<file path="config.mk">
export PLATFORM = sky130hd
export DESIGN_NAME = swss_front
export DESIGN_NICKNAME = d
export VERILOG_FILES = /design/src/design/swss_pkg.sv /design/src/design/swss_front.sv
export SDC_FILE = /design/constraint.sdc
export NUM_CORES = 1
export LEC_CHECK = 0
export BUFFER_PORTS_ARGS = -buffer_cell sky130_fd_sc_hd__buf_2
export CORE_AREA = 2 2 116 118
export DETAILED_ROUTE_END_ITERATION = 12
export DIE_AREA = 0 0 118 120
export PLACE_DENSITY = 0.6
export SLEW_MARGIN = 15
export SYNTH_ARGS = -nofsm -noshare
export SYNTH_HDL_FRONTEND = slang
export SYNTH_SLANG_ARGS = --single-unit
</file>
<file path="constraint.sdc">
create_clock -name clk -period 6.2 [get_ports clk]
set_clock_uncertainty 0.1 [all_clocks]
set_input_delay 1.24 -clock clk [delete_from_list [all_inputs] [get_ports clk]]
set_output_delay 1.24 -clock clk [all_outputs]
set_load 0.05 [all_outputs]
</file>
<file path="src/design/swss_pkg.sv">
// Shared types, register indexes and limits of the shallow-water stencil block.
`timescale 1ns / 1ps

package swss_pkg;

	// Configuration register indexes.
	localparam logic [1:0] REG_MASS    = 2'd0;
	localparam logic [1:0] REG_GRAVITY = 2'd1;
	localparam logic [1:0] REG_WIDTH   = 2'd2;
	localparam logic [1:0] REG_HEIGHT  = 2'd3;

	// Register reset values.
	localparam logic [15:0] MASS_RESET    = 16'd1311;
	localparam logic [15:0] GRAVITY_RESET = 16'd6423;
	localparam logic [8:0]  WIDTH_RESET   = 9'd125;
	localparam logic [12:0] HEIGHT_RESET  = 13'd450;

	// Geometry limits; coordinates inside the block are twelve bits wide.
	localparam logic [12:0] MIN_DIM  = 13'd3;
	localparam logic [12:0] MAX_ROWS = 13'd4096;
	localparam int          COORD_W  = 12;

	// One grid cell as it arrives and as it sits in the row store.
	typedef struct packed {
		logic signed [23:0] hp;
		logic signed [23:0] hc;
		logic signed [23:0] u;
		logic signed [23:0] v;
		logic        [22:0] d;
	} cell_t;

	// How a cell is handled.
	typedef struct packed {
		logic emit_up;
		logic on_edge;
		logic emit_last;
		logic frame_end;
	} flags_t;

	// A classified cell travelling from front to back.
	typedef struct packed {
		cell_t               data;
		logic [COORD_W-1:0]  x;
		logic [COORD_W-1:0]  y;
		flags_t              flags;
	} item_t;

	// Clamped geometry in use.
	typedef struct packed {
		logic [12:0] w;
		logic [12:0] h;
	} geom_t;

	// One result word.
	typedef struct packed {
		logic        [7:0]  x;
		logic        [11:0] y;
		logic signed [23:0] hn;
		logic signed [23:0] un;
		logic signed [23:0] vn;
		logic               run_last;
		logic               frame_end;
	} result_t;

	// Saturate a wide signed value to 24 bits.
	function automatic logic signed [23:0] sat24(input logic signed [39:0] v);
		logic signed [23:0] r;
		if (v > 40'sd8388607) begin
			r = 24'sh7FFFFF;
		end else if (v < -40'sd8388608) begin
			r = 24'sh800000;
		end else begin
			r = v[23:0];
		end
		return r;
	endfunction

endpackage

</file>
<file path="src/design/swss_front.sv">
// Front end: raster position tracking and classification of incoming cells.
`timescale 1ns / 1ps

module swss_front
	import swss_pkg::*;
(
	input  logic  clk,
	input  logic  arst_n,
	input  logic  push,
	input  cell_t cell_in,
	input  geom_t geom,
	input  logic  q_full,
	output logic  q_push,
	output item_t q_item
);

	logic [COORD_W-1:0] col_q;
	logic [COORD_W-1:0] row_q;
	logic               x_last;
	logic               y_last;

	assign x_last = (13'(col_q) + 13'd1 >= geom.w);
	assign y_last = (13'(row_q) + 13'd1 >= geom.h);
	assign q_push = push && !q_full;

	// Classify the cell at the current raster position.
	always_comb begin
		q_item.data            = cell_in;
		q_item.x               = col_q;
		q_item.y               = row_q;
		q_item.flags.emit_up   = (row_q != '0);
		q_item.flags.on_edge   = (col_q == '0) || x_last || (row_q == COORD_W'(1));
		q_item.flags.emit_last = y_last;
		q_item.flags.frame_end = x_last;
	end

	// Raster counters.
	always_ff @(posedge clk or negedge arst_n) begin
		if (!arst_n) begin
			col_q <= '0;
			row_q <= '0;
		end else if (q_push) begin
			if (x_last) begin
				col_q <= '0;
				row_q <= y_last ? '0 : row_q + 1'b1;
			end else begin
				col_q <= col_q + 1'b1;
			end
		end
	end

endmodule

</file>
==> results.ini <==
[synth]
synthSimpleGateAreaFrac = 0.141
synth_flop_cell = dfrtp_1
syn_area_sq_mm = 0.00311
synth_top_family_by_area = buffers and inverters
syn-num-nets = 566
synth_edf_count = 0
muxShareOfSynthArea = 0.00725
synthArstFlopShare = 1.00
synth_compound_area_frac = 0.122
seq_area_frac_synth = 0.193
ys_types = 44
synthXorXnorAreaFrac = 0.0564
ys_ff_latch = 24
avgSynthCellArea_sq_um = 8.05
synthAdderAreaFrac = 0.125
synth_cells = 386
yosys_warnings = 0

[layout]
utilization = 0.210
antennaDiodeCount = 0
drive_above_1_share = 0.227
layout_commonest_cell = buf_2
area_growth_syn_to_layout_pct = -12.2
fillCellCount = 1438
finalNonFillerCells = 493
final_cell_mix = buf_2 (58), inv_1 (36), nand2_1 (32)
fin_nets = 499

[global_routing]
grt_max_degree = 25
grt_pass1_wl_um = 10500
grt-ovfl-total = 0
grt_usage = 0.0905
antenna_found_initial = 0
grt_pass1_vias = 2085

[timing]
fin_worst_hold_slack_ns = 0.472
finalSetupViolCount = 0
tightestPinTransition_ns = 0.597
max_freq_mhz = 211
layout_worst_path_cycle_share = 0.765
slew-limit-headroom = 0.602
post-route-min-period_ns = 4.74
finalHoldViolCount = 0
setup_tns_ns = 0
slew_violations = 0
rsz0062_at_grt = false

[route]
routed_wl_um = 6570
vias = 2117
vias_per_cell = 4.29
firstDrtPassIters = 4
drcViolationCount = 0
postRouteAntennaNets = 0
wl_per_cell_um = 13.3
drt_iter0_drc = 98

[cts]
cts_resized = 0
ctsHoldBuffers = 0
cts_root_buf = clkbuf_16
cts_tree = yes
numCtsBuffers = 3
clkTransAtPathRegs_ns = 0.06
cts_sinks = 24
cts_setup_buffers = 0
clk_latency_ns = 0.25
htreeDepth = 1
clk_path_buf_depth = 2

[power]
peakVddDrop_mv = 0.122
power_density_mw_per_mm2 = 260
power_leakage_nw = 1.44
design_power_total_w = 0.000708

[floorplanning]
die_h_um = 120
fp-row-count = 42
core_sq_mm = 0.0130
die_w_um = 118
pin_count = 297
start_util = 0.239
floorplan.die_area_sq_mm = 0.0142

[placement]
portBuffers = 58
dpl.cell_count = 490
gp_congestion = 0.771
dp_hpwl_um = 5280

[worst_setup_path]
cp-start-kind = flip-flop
cp.arrival_ns = 3.40
critPathKind = reg -> out
reg2regPathDepth = 13
path_max_fanout = 14
r2r_slack_ns = 2.66
cp.required_ns = 4.86
critPathCaptureType = output port

[worst_hold_path]
min_path_type = reg -> reg
hold_depth = 2

[status]
status = finished, final reports clean

[run]
drv_cap = 0

## power breakdown
group	switching, W	internal [W]	total [W]	leakage (nW)
clock network	0.0000544	0.0000853	0.000140	0.0370
registers	0.0000483	0.000182	0.000231	0.308
logic	0.000223	0.000115	0.000338	1.10
## worst max-delay path, stage by stage, from the launching register on
cell	delay (ns)
dfrtp_1	0.47
and3_1	0.20
and3_1	0.22
nand3_1	0.19
nor2_1	0.18
xnor2_1	0.15
inv_1	0.07
ha_1	0.29
nand4_1	0.18
nor2_1	0.26
a221o_1	0.50
a211o_1	0.16
buf_2	0.26
## area by class of cell
| type | instances | area [sq um] | share of cell area |
|---|---|---|---|
| tap | 176 | 220 | 0.0807 |
| sequential | 24 | 601 | 0.220 |
| inverter | 37 | 139 | 0.0509 |
| timing repair buffer | 58 | 290 | 0.106 |
| clock buffer | 3 | 75.1 | 0.0275 |
| multi-input combinational | 195 | 1400 | 0.514 |
## through the flow
stage | setup WS (ns) | cell area [sq um]
after detailed placement | 1.68 | 2650
after floorplan | 1.72 | 3110
final | 1.46 | 2730
after global placement | 1.68 | 2650
after global routing | 1.18 | 2730
after CTS | 1.48 | 2730
## layer usage
layer | routed length (um) | global-route usage | vias to the layer above
met2 | 3060 | 0.149 | 94
met1 | 2690 | 0.106 | 963
met5 | 0 | 0 | -
met3 | 540 | 0.0318 | 44
met4 | 279 | 0.0399 | 0
li1 | - | - | 1016
## cell families after synthesis
group                    Yosys count
multiplexers                       2
adder cells (fa/ha/maj)           31
buffers and inverters            167
XOR/XNOR                          20
AND/OR/NAND/NOR                   88
AO/OA/AOI/OAI                     54
flip-flops                        24
## cells in the mapped netlist (2+ instances only)
library cell / number / area share
clkbuf_2: 2 / 0.0032
xor2_1: 6 / 0.017
nand2_1: 32 / 0.039
nand3_1: 8 / 0.013
inv_1: 36 / 0.043
and3_1: 7 / 0.014
nor2b_1: 6 / 0.012
nand2b_1: 5 / 0.010
mux2_2: 2 / 0.0072
ha_1: 31 / 0.12
a22o_1: 8 / 0.023
o31ai_1: 4 / 0.0097
a21oi_1: 12 / 0.019
nor4_1: 3 / 0.0060
dfrtp_1: 24 / 0.19
o21ai_0: 13 / 0.021
buf_2: 2 / 0.0032
a31oi_1: 2 / 0.0040
a221o_1: 3 / 0.0097
nor2_1: 15 / 0.018
a21o_1: 3 / 0.0072
buf_4: 122 / 0.29
xnor2_1: 14 / 0.039
o21bai_1: 2 / 0.0048
nand4_1: 3 / 0.0060
buf_6: 2 / 0.0072
clkbuf_1: 2 / 0.0024
## final timing paths
kind / start / endpoint
min in group asynchronous: arst_n / col_q[6]
worst min register to register: row_q[10] / row_q[10]
max in group asynchronous: arst_n / row_q[9]
worst max register to register: col_q[0] / row_q[7]
worst max-delay path: col_q[2] / q_item[2]
worst min-delay path: row_q[10] / row_q[10]
## registers in the layout (all words and copies together) (netlist names)
register	count
row_q	12
col_q	12
No activity file was read; power rests on OpenSTA's default activity.
