<file path="src/design/swss_fifo.sv">
// Small register queue used between front and back and for results.
`timescale 1ns / 1ps

module swss_fifo #(
	parameter int WIDTH = 8,
	parameter int DEPTH = 4
) (
	input  logic             clk,
	input  logic             arst_n,
	input  logic             push,
	input  logic [WIDTH-1:0] wdata,
	output logic             full,
	input  logic             pop,
	output logic [WIDTH-1:0] rdata,
	output logic             empty
);

	localparam int AW = $clog2(DEPTH);

	logic [WIDTH-1:0] store_q [DEPTH];
	logic [AW-1:0]    wr_ptr_q;
	logic [AW-1:0]    rd_ptr_q;
	logic [AW:0]      count_q;
	logic             do_push;
	logic             do_pop;

	assign full    = (count_q == (AW+1)'(DEPTH));
	assign empty   = (count_q == '0);
	assign do_push = push && !full;
	assign do_pop  = pop && !empty;
	assign rdata   = store_q[rd_ptr_q];

	// Pointers and fill level.
	always_ff @(posedge clk or negedge arst_n) begin
		if (!arst_n) begin
			wr_ptr_q <= '0;
			rd_ptr_q <= '0;
			count_q  <= '0;
		end else begin
			if (do_push) begin
				wr_ptr_q <= (wr_ptr_q == AW'(DEPTH-1)) ? '0 : wr_ptr_q + 1'b1;
			end
			if (do_pop) begin
				rd_ptr_q <= (rd_ptr_q == AW'(DEPTH-1)) ? '0 : rd_ptr_q + 1'b1;
			end
			if (do_push && !do_pop) begin
				count_q <= count_q + 1'b1;
			end else if (do_pop && !do_push) begin
				count_q <= count_q - 1'b1;
			end
		end
	end

	// Word storage.
	always_ff @(posedge clk) begin
		if (do_push) begin
			store_q[wr_ptr_q] <= wdata;
		end
	end

endmodule

</file>
<file path="config.mk">
export PLATFORM = sky130hd
export DESIGN_NAME = swss_fifo
export DESIGN_NICKNAME = d
export VERILOG_FILES = /design/src/design/swss_fifo.sv
export SDC_FILE = /design/constraint.sdc
export NUM_CORES = 1
export LEC_CHECK = 0
export ABC_AREA = 1
export BUFFER_PORTS_ARGS = -buffer_cell sky130_fd_sc_hd__buf_2
export CORE_ASPECT_RATIO = 0.6
export CORE_MARGIN = 2
export CORE_UTILIZATION = 50
export CTS_CLUSTER_DIAMETER = 200
export DETAILED_ROUTE_END_ITERATION = 10
export PLACE_DENSITY = 0.75
export SETUP_SLACK_MARGIN = 0.05
export SYNTH_ARGS = -nofsm -noshare
export SYNTH_HDL_FRONTEND = slang
export SYNTH_SLANG_ARGS = --single-unit
</file>
<file path="constraint.sdc">
create_clock -name clk -period 5.49 [get_ports clk]
set_clock_uncertainty 0.05 [all_clocks]
set_input_delay 1.647 -clock clk [delete_from_list [all_inputs] [get_ports clk]]
set_output_delay 1.647 -clock clk [all_outputs]
set_load 0.005 [all_outputs]
</file>
==> flow_results.xml <==
<?xml version="1.0" encoding="UTF-8"?>
<metrics>
  <group name="outcome">
    <metric name="outcome" unit="">completed</metric>
  </group>
  <group name="run">
    <metric name="max-cap-violations" unit="">0</metric>
  </group>
  <group name="setup_path">
    <metric name="crit_chain" unit="">nand2_1, o211ai_2, nand2_1, buf_2</metric>
    <metric name="end_kind" unit="">output port</metric>
    <metric name="cp_top_family" unit="">flip-flops</metric>
    <metric name="startpoint_class" unit="">flip-flop</metric>
    <metric name="regToRegSetupSlack" unit="ns">3.56</metric>
    <metric name="critical_path.n_buffers_inverters" unit="">1</metric>
    <metric name="critical_path.max_fanout" unit="">35</metric>
    <metric name="cp.required" unit="ns">3.79</metric>
    <metric name="worst_ep_arrival_time" unit="ns">1.78</metric>
    <metric name="crit_type" unit="">flip-flop to output port</metric>
    <metric name="critPathMostFrequentCell" unit="">sky130_fd_sc_hd__nand2_1</metric>
    <metric name="cpMaxStageDelayCell" unit="">sky130_fd_sc_hd__dfrtp_1</metric>
    <metric name="crit_path_max_incr_delay" unit="ns">1.00</metric>
  </group>
  <group name="placement">
    <metric name="detailed_place_hpwl" unit="um">2150</metric>
    <metric name="port_buffers" unit="">21</metric>
    <metric name="gp_congestion" unit="">0.763</metric>
  </group>
  <group name="timing">
    <metric name="rsz_0062_raised_after_global_routing" unit="">false</metric>
    <metric name="max_clock_freq" unit="MHz">288</metric>
    <metric name="period_minus_slack" unit="ns">3.48</metric>
    <metric name="setup_tns" unit="ns">0</metric>
    <metric name="hold_violations_final" unit="">0</metric>
    <metric name="max-slew-margin-rel" unit="%">33.0</metric>
    <metric name="tightest_slew" unit="ns">1.00</metric>
    <metric name="setup-violations-final" unit="">0</metric>
    <metric name="final_min_period_over_clock_period" unit="%">63.3</metric>
    <metric name="drv_slew" unit="">0</metric>
  </group>
  <group name="route">
    <metric name="drc_errors" unit="">0</metric>
    <metric name="antenna_violating_nets_post_route" unit="">0</metric>
    <metric name="detailedRoute.firstIterationViolations" unit="">77</metric>
    <metric name="route.detailed.vias_per_inst" unit="">4.87</metric>
    <metric name="num_vias" unit="">1087</metric>
    <metric name="drt-pass1-iter-count" unit="">4</metric>
    <metric name="sum_of_routed_wire_length_over_all_layers" unit="um">2960</metric>
    <metric name="routedWlPerCell" unit="um">13.3</metric>
  </group>
  <group name="layout">
    <metric name="final_layout_size_suffix_gt1_share" unit="%">17.4</metric>
    <metric name="filler_cell_count" unit="">277</metric>
    <metric name="layout-area-overhead-vs-synth" unit="%">12.1</metric>
    <metric name="postLayoutCoreUtil" unit="%">59.7</metric>
    <metric name="final_nets" unit="">196</metric>
    <metric name="total_area_of_multi_input_combinational_cells" unit="sq um">447</metric>
    <metric name="num_antenna_cells" unit="">0</metric>
    <metric name="regArea" unit="sq um">1140</metric>
  </group>
  <group name="yosys">
    <metric name="syn_avg_cell_area" unit="sq um">11.4</metric>
    <metric name="synthesis.nets" unit="">173</metric>
    <metric name="synth.yosys.seq_area_share" unit="%">64.6</metric>
    <metric name="postSynthRegisterBits" unit="">39</metric>
    <metric name="yosys_warnings" unit="">0</metric>
    <metric name="syn-cell-area" unit="sq um">1760</metric>
    <metric name="netlist_instances" unit="">154</metric>
    <metric name="synthDistinctLibCells" unit="">16</metric>
  </group>
  <group name="power">
    <metric name="netSwitchingPower" unit="W">0.000352</metric>
    <metric name="total_leakage_power" unit="nW">0.886</metric>
    <metric name="clockPowerShare" unit="%">22.5</metric>
    <metric name="power.density" unit="nW/um^2">516</metric>
    <metric name="power.share.switching" unit="%">34.7</metric>
    <metric name="power_frac_comb" unit="%">30.8</metric>
    <metric name="irDropWorstVdd" unit="uV">234</metric>
    <metric name="intPower" unit="W">0.000664</metric>
    <metric name="part_of_the_total_power_dissipated_in_sequential_elements" unit="%">46.7</metric>
  </group>
  <group name="clocking">
    <metric name="clock-root-buffer" unit="">sky130_fd_sc_hd__clkbuf_8</metric>
    <metric name="post_cts.repair.setup_buffers" unit="">0</metric>
    <metric name="holdBufCountCts" unit="">0</metric>
    <metric name="cts_buffers" unit="">5</metric>
    <metric name="clk_path_buf_depth" unit="">2</metric>
    <metric name="clk_pin_slew" unit="ns">0.07</metric>
    <metric name="cts_tree" unit="">built</metric>
    <metric name="cts_num_sinks" unit="">39</metric>
    <metric name="cts_max_level" unit="">2</metric>
    <metric name="cts_resized" unit="">0</metric>
    <metric name="worstSkewPairLatency" unit="ns">0.29</metric>
  </group>
  <group name="floorplanning">
    <metric name="dieArea" unit="sq um">4020</metric>
    <metric name="die_height" unit="um">49.9</metric>
    <metric name="io-pin-count" unit="">22</metric>
    <metric name="fp.coreArea" unit="sq um">3300</metric>
    <metric name="die_w" unit="um">80.6</metric>
    <metric name="start_util" unit="%">53.3</metric>
    <metric name="std_cell_rows" unit="">16</metric>
  </group>
  <group name="global_route">
    <metric name="grtUsageMet1" unit="%">23.1</metric>
    <metric name="vias_in_the_first_global_route" unit="">1070</metric>
    <metric name="antenna_found_initial" unit="">0</metric>
    <metric name="grt_overflow" unit="">0</metric>
    <metric name="groute.layer.met3.usage" unit="%">5.13</metric>
    <metric name="maximum_number_of_pins_on_one_net_before_global_route_repair" unit="">36</metric>
    <metric name="track_usage" unit="%">17.7</metric>
    <metric name="grt_util_met2" unit="%">27.4</metric>
    <metric name="grt-busiest-layer" unit="">met2</metric>
    <metric name="grt_first_pass_wirelength" unit="um">5050</metric>
  </group>
  <group name="min_path">
    <metric name="worstHoldPathType" unit="">flip-flop to flip-flop</metric>
  </group>
</metrics>
-- cell usage after synthesis --
cell / count / area share (%)
sky130_fd_sc_hd__o211ai_2: 1 / 0.71
sky130_fd_sc_hd__nand2_1: 38 / 8.1
sky130_fd_sc_hd__edfxtp_1: 32 / 55
sky130_fd_sc_hd__dfrtp_1: 7 / 10
sky130_fd_sc_hd__nor2_1: 6 / 1.3
sky130_fd_sc_hd__nand3_1: 7 / 2.0
sky130_fd_sc_hd__inv_2: 1 / 0.21
sky130_fd_sc_hd__ha_1: 6 / 4.3
sky130_fd_sc_hd__fa_1: 1 / 1.1
sky130_fd_sc_hd__o21ai_0: 1 / 0.28
sky130_fd_sc_hd__xnor2_1: 1 / 0.50
sky130_fd_sc_hd__nand4_1: 1 / 0.36
sky130_fd_sc_hd__inv_1: 31 / 6.6
sky130_fd_sc_hd__nand2_2: 1 / 0.36
sky130_fd_sc_hd__o211ai_1: 15 / 6.4
sky130_fd_sc_hd__buf_6: 5 / 3.2
-- worst min-delay path, cell delays in order (launching register included) --
cell                      delay (ns)
sky130_fd_sc_hd__dfrtp_1        0.37
sky130_fd_sc_hd__nand2_1        0.06
sky130_fd_sc_hd__nand2_1        0.05
-- path summary, 6_finish.rpt --
check | from | end | depth (start not counted)
max | rd_ptr_q[0] | rdata[6] | 4
min | count_q[2] | count_q[2] | 2
max reg2reg | count_q[0] | count_q[1] | 9
min reg2reg | count_q[2] | count_q[2] | 2
max in group asynchronous | arst_n | rd_ptr_q[1] | 1
min in group asynchronous | arst_n | wr_ptr_q[0] | 1
-- cells in the final DEF, fill, tap and decap left out, types with 5 or more instances in the layout --
cell,count
sky130_fd_sc_hd__nand2_1,38
sky130_fd_sc_hd__edfxtp_1,32
sky130_fd_sc_hd__inv_1,31
sky130_fd_sc_hd__buf_2,21
sky130_fd_sc_hd__o211ai_1,15
sky130_fd_sc_hd__nand3_1,7
sky130_fd_sc_hd__dfrtp_1,7
sky130_fd_sc_hd__nor2_1,6
sky130_fd_sc_hd__ha_1,6
sky130_fd_sc_hd__clkbuf_8,5
-- per-stage QoR --
stage               instances  hold WS [ns]  total power, W  setup slack (ns)  area (sq um)
global route              223         0.519         0.00111              1.80          1970
detailed placement        215         0.443        0.000800              2.30          1860
finish                    223         0.453         0.00102              2.01          1970
global placement          215         0.425        0.000775              2.41          1860
floorplan                 154         0.413        0.000715              2.72          1760
CTS                       223         0.460         0.00103              1.98          1970
-- power by group through the flow --
| stage | combinational [W] | clock [W] | sequential (W) |
|---|---|---|---|
| floorplan | 0.000284 | 0 | 0.000431 |
| global placement | 0.000300 | 0 | 0.000475 |
| detailed placement | 0.000318 | 0 | 0.000482 |
| CTS | 0.000319 | 0.000234 | 0.000476 |
| global route | 0.000373 | 0.000246 | 0.000488 |
| finish | 0.000313 | 0.000229 | 0.000475 |
-- cell type report --
cell class                 instances  area share, %
clock buffer                       5           3.49
multi-input combinational         78           22.7
inverter                          32           6.09
clock inverter                     3           1.97
tap                               45           2.86
timing repair buffer              21           5.33
sequential                        39           57.6
-- kinds of logic (layout without fill, tap and decap cells) --
family                     count (synthesis)  count (layout)  synth area share [%]
buffers and inverters                     37              61                  10.0
DFF                                       39              39                  64.6
adders and majority gates                  7               7                  5.41
and+or+nand+nor                           53              53                  12.1
xor gates and xnor gates                   1               1                 0.498
AOI/OAI and AO/OA                         17              17                  7.40
-- routing by layer --
layer	up-vias	part of all wire, %
met2	24	46
met5	-	0
li1	551	-
met4	0	1.6
met1	508	48
met3	4	4.3
-- sequential cells by signal (all words and copies together) (netlist names) --
name and flops:
count_q 3, wr_ptr_q 2, store_q 32, rd_ptr_q 2
No activity file was read; power rests on OpenSTA's default activity.
